**config.mk**
```make
export PLATFORM = sky130hd
export DESIGN_NAME = nnu_queue
export DESIGN_NICKNAME = d
export VERILOG_FILES = /design/src/sv/nnu_pkg.sv /design/src/sv/nnu_queue.sv
export SDC_FILE = /design/constraint.sdc
export NUM_CORES = 1
export LEC_CHECK = 0
export ABC_AREA = 1
export BUFFER_PORTS_ARGS = -buffer_cell sky130_fd_sc_hd__buf_2
export CORE_AREA = 10 10 70 87
export DETAILED_ROUTE_END_ITERATION = 10
export DIE_AREA = 0 0 80 97
export HOLD_SLACK_MARGIN = 0.02
export PLACE_DENSITY = 0.82
export RECOVER_POWER = 25
export SYNTH_ARGS = -nofsm -noshare
export SYNTH_HDL_FRONTEND = slang
export SYNTH_SLANG_ARGS = --single-unit
```
**constraint.sdc**
```tcl
create_clock -name clk -period 2.6 [get_ports clk]
set_input_delay 0.13 -clock clk [delete_from_list [all_inputs] [get_ports clk]]
set_output_delay 0.13 -clock clk [all_outputs]
set_load 0.01 [all_outputs]
```
**src/sv/nnu_pkg.sv**
```systemverilog
package nnu_pkg;

  // Input item kinds.
  localparam logic KIND_PIXEL = 1'b0;
  localparam logic KIND_TICK  = 1'b1;

  // Configuration register indexes.
  localparam int  CFG_INDEX_W = 1;
  localparam int  CFG_DATA_W  = 11;
  localparam logic [CFG_INDEX_W-1:0] REG_SCALE = 1'b0;
  localparam logic [CFG_INDEX_W-1:0] REG_WIDTH = 1'b1;

  localparam int SCALE_W = 5;
  localparam int WIDTH_W = 11;

  // Entries in the queue between front and back.
  localparam int QUEUE_DEPTH = 2;

  typedef struct packed {
    logic [7:0] red;
    logic [7:0] green;
    logic [7:0] blue;
  } pixel_t;

  // One classified item handed from the front to the back.
  typedef struct packed {
    pixel_t pix;
    logic   ends_row;
    logic   refused;
  } cmd_t;

endpackage

```
**src/sv/nnu_queue.sv**
```systemverilog
module nnu_queue import nnu_pkg::*; (
  input  logic clk,
  input  logic rst_n,
  input  logic push_valid,
  output logic push_ready,
  input  cmd_t push_data,
  output logic pop_valid,
  input  logic pop_ready,
  output cmd_t pop_data
);

  localparam int PW = (QUEUE_DEPTH > 1) ? $clog2(QUEUE_DEPTH) : 1;
  localparam int NW = $clog2(QUEUE_DEPTH + 1);

  cmd_t          slot_r [QUEUE_DEPTH];
  logic [PW-1:0] wr_ptr_r, wr_ptr_nxt;
  logic [PW-1:0] rd_ptr_r, rd_ptr_nxt;
  logic [NW-1:0] count_r, count_nxt;
  logic          do_push, do_pop;

  assign push_ready = (32'(count_r) < QUEUE_DEPTH);
  assign pop_valid  = (count_r != '0);
  assign pop_data   = slot_r[rd_ptr_r];
  assign do_push    = push_valid && push_ready;
  assign do_pop     = pop_valid && pop_ready;

  always_comb begin
    wr_ptr_nxt = wr_ptr_r;
    rd_ptr_nxt = rd_ptr_r;
    count_nxt  = count_r;
    if (do_push) begin
      wr_ptr_nxt = (32'(wr_ptr_r) == QUEUE_DEPTH - 1) ? '0 : PW'(32'(wr_ptr_r) + 1);
    end
    if (do_pop) begin
      rd_ptr_nxt = (32'(rd_ptr_r) == QUEUE_DEPTH - 1) ? '0 : PW'(32'(rd_ptr_r) + 1);
    end
    if (do_push && !do_pop) begin
      count_nxt = NW'(32'(count_r) + 1);
    end else if (do_pop && !do_push) begin
      count_nxt = NW'(32'(count_r) - 1);
    end
  end

  always_ff @(posedge clk) begin
    if (!rst_n) begin
      wr_ptr_r <= '0;
      rd_ptr_r <= '0;
      count_r  <= '0;
    end else begin
      wr_ptr_r <= wr_ptr_nxt;
      rd_ptr_r <= rd_ptr_nxt;
      count_r  <= count_nxt;
    end
  end

  always_ff @(posedge clk) begin
    if (do_push) begin
      slot_r[wr_ptr_r] <= push_data;
    end
  end

endmodule

```
==> qor.csv <==
metric;value;unit
wl_per_cell;16.01;um
path_cells;inv_1, nand2_1, nor2_2, buf_4;
slew_headroom;70.40;%
drt.antenna.violating_nets;0;
p_leak;1.180;nW
arrival;1670;ps
clk_latency;310;ps
yosysWarningCount;0;
yosys.area.top_type_share;70.51;%
numClockSinks;57;
vias_per_cell;4.604;
dieArea;7760;sq um
path_max_fanout;19;
drv_cap;0;
grt_usage;11.76;%
hp-class;input pin to register;
hpwl;3204;um
worst_pin_slew;443.5;ps
critPathKind;register to register;
port_buffers;57;
fp.coreArea;4392;sq um
drv_slew;0;
initial_core_util;50.43;%
nFillCells;326;
status;complete, no violations;
cp-end-kind;register;
powerDensity;895.0;nW/um^2
firstDrtPassIters;4;
syn_avg_cell_area;19.09;sq um
syn_to_final_growth;33.73;%
setup_viol;0;
grt_max_degree;20;
diodes;0;
h-tree-depth;3;
min_period;1683;ps
fmax;0.5943;GHz
fp.dieH;97;um
cts-root-buf;clkbuf_8;
fin_crit_sh;64.72;%
drt_wl_total;4404;um
fp.dieW;80;um
total_power;2.651;mW
cp_top_family;simple AND/OR/NAND/NOR gates;
ir_drop;0.6750;mV
final_layout_size_suffix_gt1_share;41.01;%
postLayoutSetupSlackWorst;917.3;ps
nNetsFinal;243;
drcViolationCount;0;
layout_commonest_cell;edfxtp_1;
finalClockSkew;8.329;ps
crit_buf_inv;2;
grt_pass1_wl;6975;um
gp_congestion;0.6590;
clk_pin_slew;60;ps
timing.hold.ws;82.61;ps
cts_tree;yes;
ctsLongestPathBuffers;2;
yosysSeqAreaShare;75.03;%
synth_nets;147;
syn_inst;116;
io_pins;58;
rsz0062_at_grt;false;
setup_tns;0;ps
hold_viol;0;
overflow;0;
cp.required;2590;ps
netlist_area;2215;sq um
antenna_found_initial;0;
ys_types;15;
synth_top_cell_by_area;edfxtp_1;
slowest_delay;390;ps
final_cell_mix;edfxtp_1, buf_2, dlygate4sd3_1, mux2_4, clkbuf_1;
numCtsBuffers;9;
start_kind;register;
ys_ff_latch;57;
rows;27;
synth_area_leaders;edfxtp_1, mux2_4, dfxtp_1;
dpl_worst_slack;965.6;ps
critPathSlowestCell;nor2_2;
drt-initial-drc-count;44;
grt_pass1_vias;1441;
vias;1266;
## synth_stat cells
library cell  instances
nand4_1               1
nor2_1                6
nand2_1               8
mux2_4               20
inv_1                 8
ha_1                  1
buf_12                2
o21ai_0               2
buf_6                 1
a21oi_1               2
nand3_1               1
o21a_1                1
edfxtp_1             52
mux2_2                6
dfxtp_1               5
## per-layer routing
| metal | part of all wire, % | global-route usage, % | up-vias |
|---|---|---|---|
| li1 | - | - | 623 |
| met5 | 0 | 0 | - |
| met1 | 37 | 11.73 | 590 |
| met4 | 2.1 | 6.486 | 0 |
| met2 | 54 | 20.15 | 45 |
| met3 | 6.6 | 4.344 | 8 |
## worst paths after layout
path              slack [ps]  cells after the start      endpoint       start
setup / recovery         920                      4  slot_r[1][1]  count_r[1]
hold / removal            80                      3    count_r[1]       rst_n
setup reg to reg         920                      4  slot_r[1][1]  count_r[1]
hold reg to reg          510                      2      register    rd_ptr_r
## power breakdown
group          internal [mW]  switching, mW
Clock                  0.328          0.297
Sequential              1.18         0.0492
Combinational          0.386          0.412
Total                   1.89          0.758
## layout make-up
class                           instances  area [sq um]  share of cell area (%)
Clock buffer                           10         127.6                   4.309
Clock inverter                          6         25.02                  0.8450
Inverter                                8         30.03                   1.014
Multi-Input combinational cell         48         476.7                   16.10
Sequential cell                        57          1662                   56.10
Tap cell                               58         72.57                   2.450
Timing Repair Buffer                   88         568.0                   19.18
## tightest hold or removal path, delay by kind of cell
| family | cells | cell delay [ps] |
|---|---|---|
| buf+inv | 1 | 120 |
| simple gates | 2 | 110 |
## metrics by stage
step	area [sq um]	utilization [%]	instances
after detailed placement	2564	58.38	233
after global placement	2564	58.38	233
after CTS	2977	67.78	275
after global routing	2962	67.44	275
after floorplan	2215	-	116
final	2962	67.44	275
## sequential cells by signal (all words and copies together) (netlist names), named ones only
register / count
slot_r: 52
wr_ptr_r: 1
rd_ptr_r: 1
count_r: 2
## logic make-up after synthesis
group	synth area share (%)
AO/OA/AOI/OAI	1.243
flip-flops	75.03
multiplexers	16.61
buffers and inverters	3.672
adder cells (fa/ha/maj)	0.5649
AND/OR/NAND/NOR	2.881
## timing repair
action,CTS,global route
hold endpoints to repair,52,0
endpoints found under the setup margin,0,0
setup buffers,0,0
resized for setup,0,0
hold buffers,26,0
Note: power is estimated with default switching activity, not from simulation.
