## src/sv/nnu_pkg.sv

```systemverilog
package nnu_pkg;

  // Input item kinds.
  localparam logic KIND_PIXEL = 1'b0;
  localparam logic KIND_TICK  = 1'b1;

  // Configuration register indexes.
  localparam int  CFG_INDEX_W = 1;
  localparam int  CFG_DATA_W  = 11;
  localparam logic [CFG_INDEX_W-1:0] REG_SCALE = 1'b0;
  localparam logic [CFG_INDEX_W-1:0] REG_WIDTH = 1'b1;

  localparam int SCALE_W = 5;
  localparam int WIDTH_W = 11;

  // Entries in the queue between front and back.
  localparam int QUEUE_DEPTH = 2;

  typedef struct packed {
    logic [7:0] red;
    logic [7:0] green;
    logic [7:0] blue;
  } pixel_t;

  // One classified item handed from the front to the back.
  typedef struct packed {
    pixel_t pix;
    logic   ends_row;
    logic   refused;
  } cmd_t;

endpackage

```

## src/sv/nnu_if.sv

```systemverilog


interface nnu_out_if;
  logic       valid;
  logic       ready;
  logic [7:0] out_blue;
  logic [7:0] out_green;
  logic [7:0] out_red;
  logic [1:0] pad_after;
  logic       row_end;
  logic       refused;
  logic       last;

  modport source (output valid, output out_blue, output out_green, output out_red,
                  output pad_after, output row_end, output refused, output last,
                  input ready);
  modport sink (input valid, input out_blue, input out_green, input out_red,
                input pad_after, input row_end, input refused, input last,
                output ready);
endinterface


```

## src/sv/nnu_back.sv

```systemverilog
module nnu_back import nnu_pkg::*; #(
  parameter int MAX_SCALE = 16,
  localparam int SW = $clog2(MAX_SCALE + 1)
) (
  input  logic          clk,
  input  logic          rst_n,
  input  logic [SW-1:0] eff_scale,
  input  logic [1:0]    row_pad,
  input  logic          pop_valid,
  output logic          pop_ready,
  input  cmd_t          pop_data,
  nnu_out_if.source     out_ch
);

  logic          busy_r, busy_nxt;
  cmd_t          cmd_r;
  logic [SW-1:0] copy_r, copy_nxt;
  logic          is_last, fire, do_pop;

  assign is_last   = cmd_r.refused || (32'(copy_r) + 1 == 32'(eff_scale));
  assign fire      = out_ch.valid && out_ch.ready;
  assign pop_ready = !busy_r || (fire && is_last);
  assign do_pop    = pop_valid && pop_ready;

  always_comb begin
    busy_nxt = busy_r;
    copy_nxt = copy_r;
    if (do_pop) begin
      busy_nxt = 1'b1;
      copy_nxt = '0;
    end else if (fire && is_last) begin
      busy_nxt = 1'b0;
    end else if (fire) begin
      copy_nxt = SW'(32'(copy_r) + 1);
    end
  end

  always_ff @(posedge clk) begin
    if (!rst_n) begin
      busy_r <= 1'b0;
      copy_r <= '0;
    end else begin
      busy_r <= busy_nxt;
      copy_r <= copy_nxt;
    end
  end

  always_ff @(posedge clk) begin
    if (do_pop) begin
      cmd_r <= pop_data;
    end
  end

  assign out_ch.valid     = busy_r;
  assign out_ch.out_blue  = cmd_r.pix.blue;
  assign out_ch.out_green = cmd_r.pix.green;
  assign out_ch.out_red   = cmd_r.pix.red;
  assign out_ch.row_end   = is_last && cmd_r.ends_row;
  assign out_ch.pad_after = (is_last && cmd_r.ends_row) ? row_pad : 2'd0;
  assign out_ch.refused   = cmd_r.refused;
  assign out_ch.last      = is_last;

endmodule

```

## src/flat_wrapper.sv

```systemverilog
// flat-port wrapper written by rule: the top's interface ports become plain ports
module nnu_back_flat import nnu_pkg::*;
#(
  parameter int MAX_SCALE = 16,
  localparam int SW = $clog2(MAX_SCALE + 1)
)
  (clk, rst_n, eff_scale, row_pad, pop_valid, pop_ready, pop_data, out_ch_valid, out_ch_out_blue, out_ch_out_green, out_ch_out_red, out_ch_pad_after, out_ch_row_end, out_ch_refused, out_ch_last, out_ch_ready);
  nnu_out_if out_ch_i ();
  input  logic clk;
  input  logic rst_n;
  input  logic [SW-1:0] eff_scale;
  input  logic [1:0] row_pad;
  input  logic pop_valid;
  output logic pop_ready;
  input  cmd_t pop_data;
  output wire logic [$bits(out_ch_i.valid)-1:0] out_ch_valid;
  output wire logic [$bits(out_ch_i.out_blue)-1:0] out_ch_out_blue;
  output wire logic [$bits(out_ch_i.out_green)-1:0] out_ch_out_green;
  output wire logic [$bits(out_ch_i.out_red)-1:0] out_ch_out_red;
  output wire logic [$bits(out_ch_i.pad_after)-1:0] out_ch_pad_after;
  output wire logic [$bits(out_ch_i.row_end)-1:0] out_ch_row_end;
  output wire logic [$bits(out_ch_i.refused)-1:0] out_ch_refused;
  output wire logic [$bits(out_ch_i.last)-1:0] out_ch_last;
  input wire logic [$bits(out_ch_i.ready)-1:0] out_ch_ready;
  assign out_ch_valid = out_ch_i.valid;
  assign out_ch_out_blue = out_ch_i.out_blue;
  assign out_ch_out_green = out_ch_i.out_green;
  assign out_ch_out_red = out_ch_i.out_red;
  assign out_ch_pad_after = out_ch_i.pad_after;
  assign out_ch_row_end = out_ch_i.row_end;
  assign out_ch_refused = out_ch_i.refused;
  assign out_ch_last = out_ch_i.last;
  assign out_ch_i.ready = out_ch_ready;
  nnu_back #(.MAX_SCALE(MAX_SCALE)) u_core (.clk(clk), .rst_n(rst_n), .eff_scale(eff_scale), .row_pad(row_pad), .pop_valid(pop_valid), .pop_ready(pop_ready), .pop_data(pop_data), .out_ch(out_ch_i));
endmodule
```

## config.mk

```make
export PLATFORM = sky130hd
export DESIGN_NAME = nnu_back_flat
export DESIGN_NICKNAME = d
export VERILOG_FILES = /design/src/sv/nnu_pkg.sv /design/src/sv/nnu_if.sv /design/src/sv/nnu_back.sv /design/src/flat_wrapper.sv
export SDC_FILE = /design/constraint.sdc
export NUM_CORES = 1
export LEC_CHECK = 0
export BUFFER_PORTS_ARGS = -buffer_cell sky130_fd_sc_hd__buf_2
export CAP_MARGIN = 15
export CORE_MARGIN = 1
export CORE_UTILIZATION = 41
export DETAILED_ROUTE_END_ITERATION = 8
export GPL_ROUTABILITY_DRIVEN = 1
export HOLD_SLACK_MARGIN = 0.15
export PLACE_DENSITY = 0.75
export SLEW_MARGIN = 25
export SYNTH_ARGS = -nofsm -noshare
export SYNTH_HDL_FRONTEND = slang
export SYNTH_SLANG_ARGS = --single-unit
```

## constraint.sdc

```tcl
create_clock -name clk -period 2.5 [get_ports clk]
set_input_delay 0.375 -clock clk [delete_from_list [all_inputs] [get_ports clk]]
set_output_delay 0.375 -clock clk [all_outputs]
set_load 0.05 [all_outputs]
```

==> impl_metrics.yaml, run 1 <==
setup_path:
  cp_slowest_cell: "dfxtp_4"
  cp-start-kind: "register"
  worstSetupPathType: "register to output pin"
  r2r_start: "u_core.copy_r[1]$_SDFFE_PP0P_"
  cp.arrival_ns: 2.03
  critical-path-max-stage-delay_ns: 0.37
  reg2reg_slack_ns: 0.35
  critical-path-top-delay-family: "compound AO/OA/AOI/OAI gates"
  r2r-end: "u_core.out_ch.out_red[3]$_DFFE_PP_"
  cp_max_fo: 4
  critPathBufInv: 2
  crit_path_end_kind: "output pin"
  cp_cell_sequence: "ha_4 > nand2b_1 > a21o_1 > a31oi_2 > o21ba_4 > inv_2 > and3_1 > buf_6"
  reg2regPathDepth: 7
  critPathRequiredTime_ns: 2.12
route:
  drc: 0
  via_count: 945
  avgRoutedWirePerCell_um: 12.4
  ant_nets: 0
  dr.first_iter.drc_count: 20
  first_pass_iters: 4
  viasPerCell: 4.63
  wl_um: 2530
synth:
  postSynthAreaPerCell_um2: 13.7
  yosys.area_share.simple: 0.0736
  synth_top_family_by_area: "buffers and inverters"
  synth-xor-area-share: 0.0552
  yosysTopAreaCell: "edfxtp_1"
  synth.most_common_cell: "edfxtp_1"
  synth_ff_type: "edfxtp_1"
  ys_top_cells_by_area: "edfxtp_1 (55%), buf_4 (13%), dfxtp_1 (8.4%), xor2_1 (3.1%), xnor2_1 (2.5%)"
  ys_ff_latch: 32
  ys_seq_area_frac: 0.630
  synthAdderAreaFrac: 0.00876
  synth.yosys.warnings: 0
  ys_async_sr_fraction: 0
  syn_area_um2: 1430
  synth_edf_count: 26
  postSynthCellCount: 104
  synthTopCellsByCount: "edfxtp_1 (26), buf_4 (24), dfxtp_1 (6), nor2_1 (6), xor2_1 (5)"
  ys_types: 30
  synthMuxAreaShare: 0
  synth_top_cell_area_share: 0.546
  syn-num-nets: 142
  synth_compound_area_frac: 0.0981
grt:
  grt_max_degree: 27
  grt_pass1_wl_um: 3430
  antenna_found_initial: 0
  grt_use_total: 0.135
  grt_overflow: 0
  grt_pass1_vias: 836
die:
  io_pins: 68
  fp.coreArea_um2: 3340
  die-height_um: 61.0
  initial_utilization: 0.428
  rows: 21
  fp.dieW_um: 61.0
  dieArea_um2: 3730
min_path:
  min_from: "pop_data[20]"
  hold_path_end: "u_core.out_ch.out_red[2]$_DFFE_PP_"
  hold-path-cell-count: 1
  hold_path.class: "input pin to register"
sta:
  tightest_slew_ns: 0.429
  fin_crit_ns: 2.40
  fin_crit_sh: 0.962
  hold_ws_ns: 0.224
  max-slew-margin-rel: 0.714
  fin_skew_ns: 0.00901
  setup_viol: 0
  slew_violations: 0
  worst_slack_ns: 0.0962
  max_freq_ghz: 0.416
  finalHoldViolCount: 0
placement:
  numPortBuffers: 67
  gp_congestion: 0.727
  dp_hpwl_um: 1830
  post-place-ws_ns: 0.182
clock_network:
  cts_buffer_depth: 2
  path_clk_slew_ns: 0.10
  clock_latency_ns: 0.32
  cts_tree: "done"
  numClockSinks: 32
  numCtsBuffers: 5
  hold_buffers: 0
  cts_root_buf: "clkbuf_4"
  htreeDepth: 2
status:
  status: "completed"
layout:
  nNetsFinal: 195
  drive_gt1_frac: 0.576
  diodes: 0
  syn_to_final_growth_pct: 24.6
  fin_util: 0.534
pwr:
  power.leakage_nw: 0.748
  ir_worst_vdd_v: 0.000250
  powerDensity_nw_per_um2: 618
flow_run:
  cap_violations: 0
==> power by group <==
group | total, mW | internal, mW | switching (mW) | leakage [nW]
clock network | 0.266 | 0.103 | 0.163 | 0.0324
registers | 0.617 | 0.608 | 0.00939 | 0.300
logic | 0.217 | 0.0622 | 0.155 | 0.416
total | 1.10 | 0.773 | 0.327 | 0.748
==> layer usage <==
metal,global-route usage,routed length (µm),share of wire,vias up
li1,-,-,-,450
met1,0.122,916,0.36,433
met2,0.236,1350,0.53,56
met3,0.0588,216,0.086,6
met4,0.101,44,0.017,0
met5,0,0,0,-
==> cell usage in the layout (no fill, tap or decap), drive strengths merged, types with 2 or more instances in the layout <==
| cell type | instances |
|---|---|
| clkbuf | 5 |
| xor2 | 5 |
| and3 | 2 |
| xnor2 | 4 |
| nor2 | 6 |
| inv | 3 |
| nand2 | 3 |
| nand2b | 2 |
| nand3 | 3 |
| clkinv | 3 |
| buf | 70 |
| o21ai | 3 |
| a31oi | 2 |
| dfxtp | 6 |
| and2 | 2 |
| edfxtp | 26 |
==> flip-flops by register name, indices dropped and copies added (netlist names) <==
| signal | count |
|---|---|
| u_core.cmd_r | 1 |
| u_core.out_ch.valid | 1 |
| u_core.out_ch.refused | 1 |
| u_core.copy_r | 5 |
| u_core.out_ch.out_green | 8 |
| u_core.out_ch.out_red | 8 |
| u_core.out_ch.out_blue | 8 |
==> final cells by class <==
class                      count  area (µm²)
fill                         299        1560
clock inverter                 3        13.8
multi-input combinational     45         379
sequential                    32         906
tap                           46        57.6
inverter                       3        11.3
timing repair buffer          70         375
clock buffer                   5        37.5
==> how the worst max path moves through the flow <==
stage / cells past startpoint / slack [ns] / startpoint / end
6_report: 8 / 0.1 / u_core.copy_r[0]$_SDFFE_PP0P_ / out_ch_pad_after[0]
3_3_place_gp: 7 / 0.31 / u_core.copy_r[0]$_SDFFE_PP0P_ / u_core.out_ch.out_blue[3]$_DFFE_PP_
4_1_cts: 8 / 0.00002 / u_core.copy_r[0]$_SDFFE_PP0P_ / out_ch_pad_after[0]
3_5_place_dp: 7 / 0.18 / u_core.copy_r[0]$_SDFFE_PP0P_ / u_core.out_ch.out_red[5]$_DFFE_PP_
2_1_floorplan: 7 / 0.10 / u_core.copy_r[0]$_SDFFE_PP0P_ / out_ch_pad_after[0]
5_1_grt: 8 / -0.004 / u_core.copy_r[0]$_SDFFE_PP0P_ / out_ch_pad_after[1]
==> worst register-to-register path, delay by kind of cell (launching register included) <==
kind | cells | cell delay, ns
flops | 1 | 0.39
fa+ha+maj | 1 | 0.18
compound gates | 4 | 0.81
simple gates | 2 | 0.44
==> per-stage QoR <==
stage               area [µm²]  power [mW]  cells  setup TNS (ns)
floorplan                 1430       0.804    104               0
global placement          1640       0.833    193               0
detailed placement        1640       0.838    193               0
CTS                       1730        1.11    202               0
global route              1780        1.15    204        -0.00350
finish                    1780        1.10    204               0
==> what timing repair did <==
action,CTS,global route
setup endpoints to repair,5,5
setup buffers,1,2
resized for setup,8,8
pin swaps,2,5
==> logic make-up (layout without fill, tap and decap cells) <==
kind of cell / count (synthesis) / in the layout
AOI/OAI and AO/OA: 14 / 14
DFF: 32 / 32
adders and majority gates: 1 / 1
and+or+nand+nor: 21 / 21
buffers and inverters: 27 / 81
xor gates and xnor gates: 9 / 9
Power figures use the tool's default switching activity.
==> run 2, diff against run 1 <==
--- a/config.mk
+++ b/config.mk
@@ -8,11 +8,11 @@
 export BUFFER_PORTS_ARGS = -buffer_cell sky130_fd_sc_hd__buf_2
 export CAP_MARGIN = 15
 export CORE_MARGIN = 1
-export CORE_UTILIZATION = 41
+export CORE_UTILIZATION = 45
 export DETAILED_ROUTE_END_ITERATION = 8
 export GPL_ROUTABILITY_DRIVEN = 1
 export HOLD_SLACK_MARGIN = 0.15
-export PLACE_DENSITY = 0.75
+export PLACE_DENSITY = 0.78
 export SLEW_MARGIN = 25
 export SYNTH_ARGS = -nofsm -noshare
 export SYNTH_HDL_FRONTEND = slang
==> constraint.sdc (replaced) <==
create_clock -name clk -period 2.45 [get_ports clk]
set_input_delay 0.3675 -clock clk [delete_from_list [all_inputs] [get_ports clk]]
set_output_delay 0.3675 -clock clk [all_outputs]
set_load 0.05 [all_outputs]
==> run 2 against run 1 <==
Worst hold slack hardly changed; worst setup slack improved by 0.013 ns; register-to-register slack worse by 0.02 ns; final cell count is 0.49% lower; global-route usage increased by 0.097 points; non-clock buffer count grew 2; clock power down 6%.
==> impl_metrics.yaml, run 2 (synthesis gave the netlist of run 1 again) <==
sta:
  tightest_slew_ns: 0.415
  finalHoldViolCount: 0
  max_freq_ghz: 0.427
  fin_tns_setup_ns: 0
  setup_viol: 0
  max-slew-margin-rel: 0.723
  slew_violations: 0
  fin_skew_ns: 0.00574
  fin_crit_ns: 2.34
  hold_ws_ns: 0.224
  fin_crit_sh: 0.956
setup_path:
  cp_cell_sequence: "ha_4 > xor2_2 > nor2_2 > nand3_2 > o21ba_4 > inv_4 > and3_4 > buf_6"
  critical-path-top-delay-family: "simple AND/OR/NAND/NOR gates"
  worstSetupPathType: "register to output pin"
  reg2reg_slack_ns: 0.33
  critical-path-max-stage-delay_ns: 0.37
  cp_max_fo: 4
  cp.arrival_ns: 1.97
  critPathRequiredTime_ns: 2.08
  crit_path_end_kind: "output pin"
  cp_slowest_cell: "dfxtp_4"
  cp-start-kind: "register"
  critPathBufInv: 2
layout:
  final_common_cell: "buf_2"
  nNetsFinal: 197
  design_area_um2: 1830
  final_cell_mix: "buf_2 (63), edfxtp_1 (26), buf_4 (6)"
  diodes: 0
  drive_gt1_frac: 0.604
  syn_to_final_growth_pct: 27.8
die:
  fp.dieW_um: 58.4
  io_pins: 68
  initial_utilization: 0.472
  die-height_um: 58.4
  fp.coreArea_um2: 3030
  dieArea_um2: 3400
  rows: 20
clock_network:
  cts_tree: "done"
  clock_latency_ns: 0.31
  path_clk_slew_ns: 0.09
  htreeDepth: 2
  cts_buffer_depth: 2
  numCtsBuffers: 5
  cts_root_buf: "clkbuf_4"
  hold_buffers: 0
  numClockSinks: 32
route:
  first_pass_iters: 4
  avgRoutedWirePerCell_um: 11.5
  ant_nets: 0
  viasPerCell: 4.51
  wl_um: 2340
  dr.first_iter.drc_count: 14
  via_count: 915
  drc: 0
pwr:
  power.leakage_nw: 0.760
  p_clk_frac: 0.225
  switching_share: 0.288
  seq_power_share: 0.568
  ir_worst_vdd_v: 0.000364
  cellInternalPower_mw: 0.790
  power.switching_mw: 0.319
  p_comb_frac: 0.207
  powerDensity_nw_per_um2: 607
placement:
  dp_hpwl_um: 1700
  dpl-instance-area_um2: 1640
  numPortBuffers: 67
  gp_congestion: 0.690
grt:
  grt_overflow: 0
  grt_pass1_vias: 805
  antenna_found_initial: 0
  grt_max_degree: 27
  grt_pass1_wl_um: 3350
  grt_use_total: 0.136
min_path:
  hold_path.class: "input pin to register"
status:
  status: "completed"
flow_run:
  cap_violations: 0
run 2: routing by layer:
metal  vias to the layer above  track usage  routed length [µm]
li1                        456            -                   -
met1                       414        0.140                 900
met2                        43        0.241                1250
met3                         2       0.0549                 182
met4                         0       0.0612                  14
met5                         -            0                   0
run 2: repair_timing:
action | 4_1_cts | 5_1_grt
setup buffers | 1 | 4
endpoints found under the setup margin | 5 | 5
pin swaps | 3 | 5
resized for setup | 7 | 17
run 2: stage by stage:
stage          total power [mW]  utilization  cells  worst slack (ns)
5_1_grt                    1.16        0.603    203         -0.000977
4_1_cts                    1.12        0.566    199           0.00397
6_report                   1.11        0.603    203             0.109
3_3_place_gp              0.849        0.542    191             0.257
3_5_place_dp              0.854        0.542    191             0.202
2_1_floorplan             0.820            -    104            0.0600
run 2: path summary, 6_finish.rpt:
check                                                       endpoint                           from  cells past startpoint
worst min-delay path            u_core.out_ch.out_green[7]$_DFFE_PP_                   pop_data[17]                      1
worst max register to register   u_core.out_ch.out_blue[2]$_DFFE_PP_  u_core.copy_r[0]$_SDFFE_PP0P_                      7
worst max-delay path                             out_ch_pad_after[0]  u_core.copy_r[0]$_SDFFE_PP0P_                      8
worst min register to register         u_core.copy_r[1]$_SDFFE_PP0P_  u_core.copy_r[1]$_SDFFE_PP0P_                      2
run 2: area by class of cell:
| class | instances | area [µm²] |
|---|---|---|
| fillers | 236 | 1200 |
| flip-flops and latches | 32 | 906 |
| multi-input cells | 45 | 409 |
| repair buffers | 72 | 398 |
| well taps | 44 | 55.1 |
| clock buffers | 5 | 37.5 |
| inverters | 3 | 13.8 |
| clock inverters | 2 | 7.51 |
run 2: power by group through the flow:
stage	clock network, mW	logic (mW)	registers, mW
3_5_place_dp	0	0.211	0.643
2_1_floorplan	0	0.171	0.649
6_report	0.250	0.229	0.630
5_1_grt	0.287	0.241	0.633
3_3_place_gp	0	0.208	0.642
4_1_cts	0.269	0.216	0.631
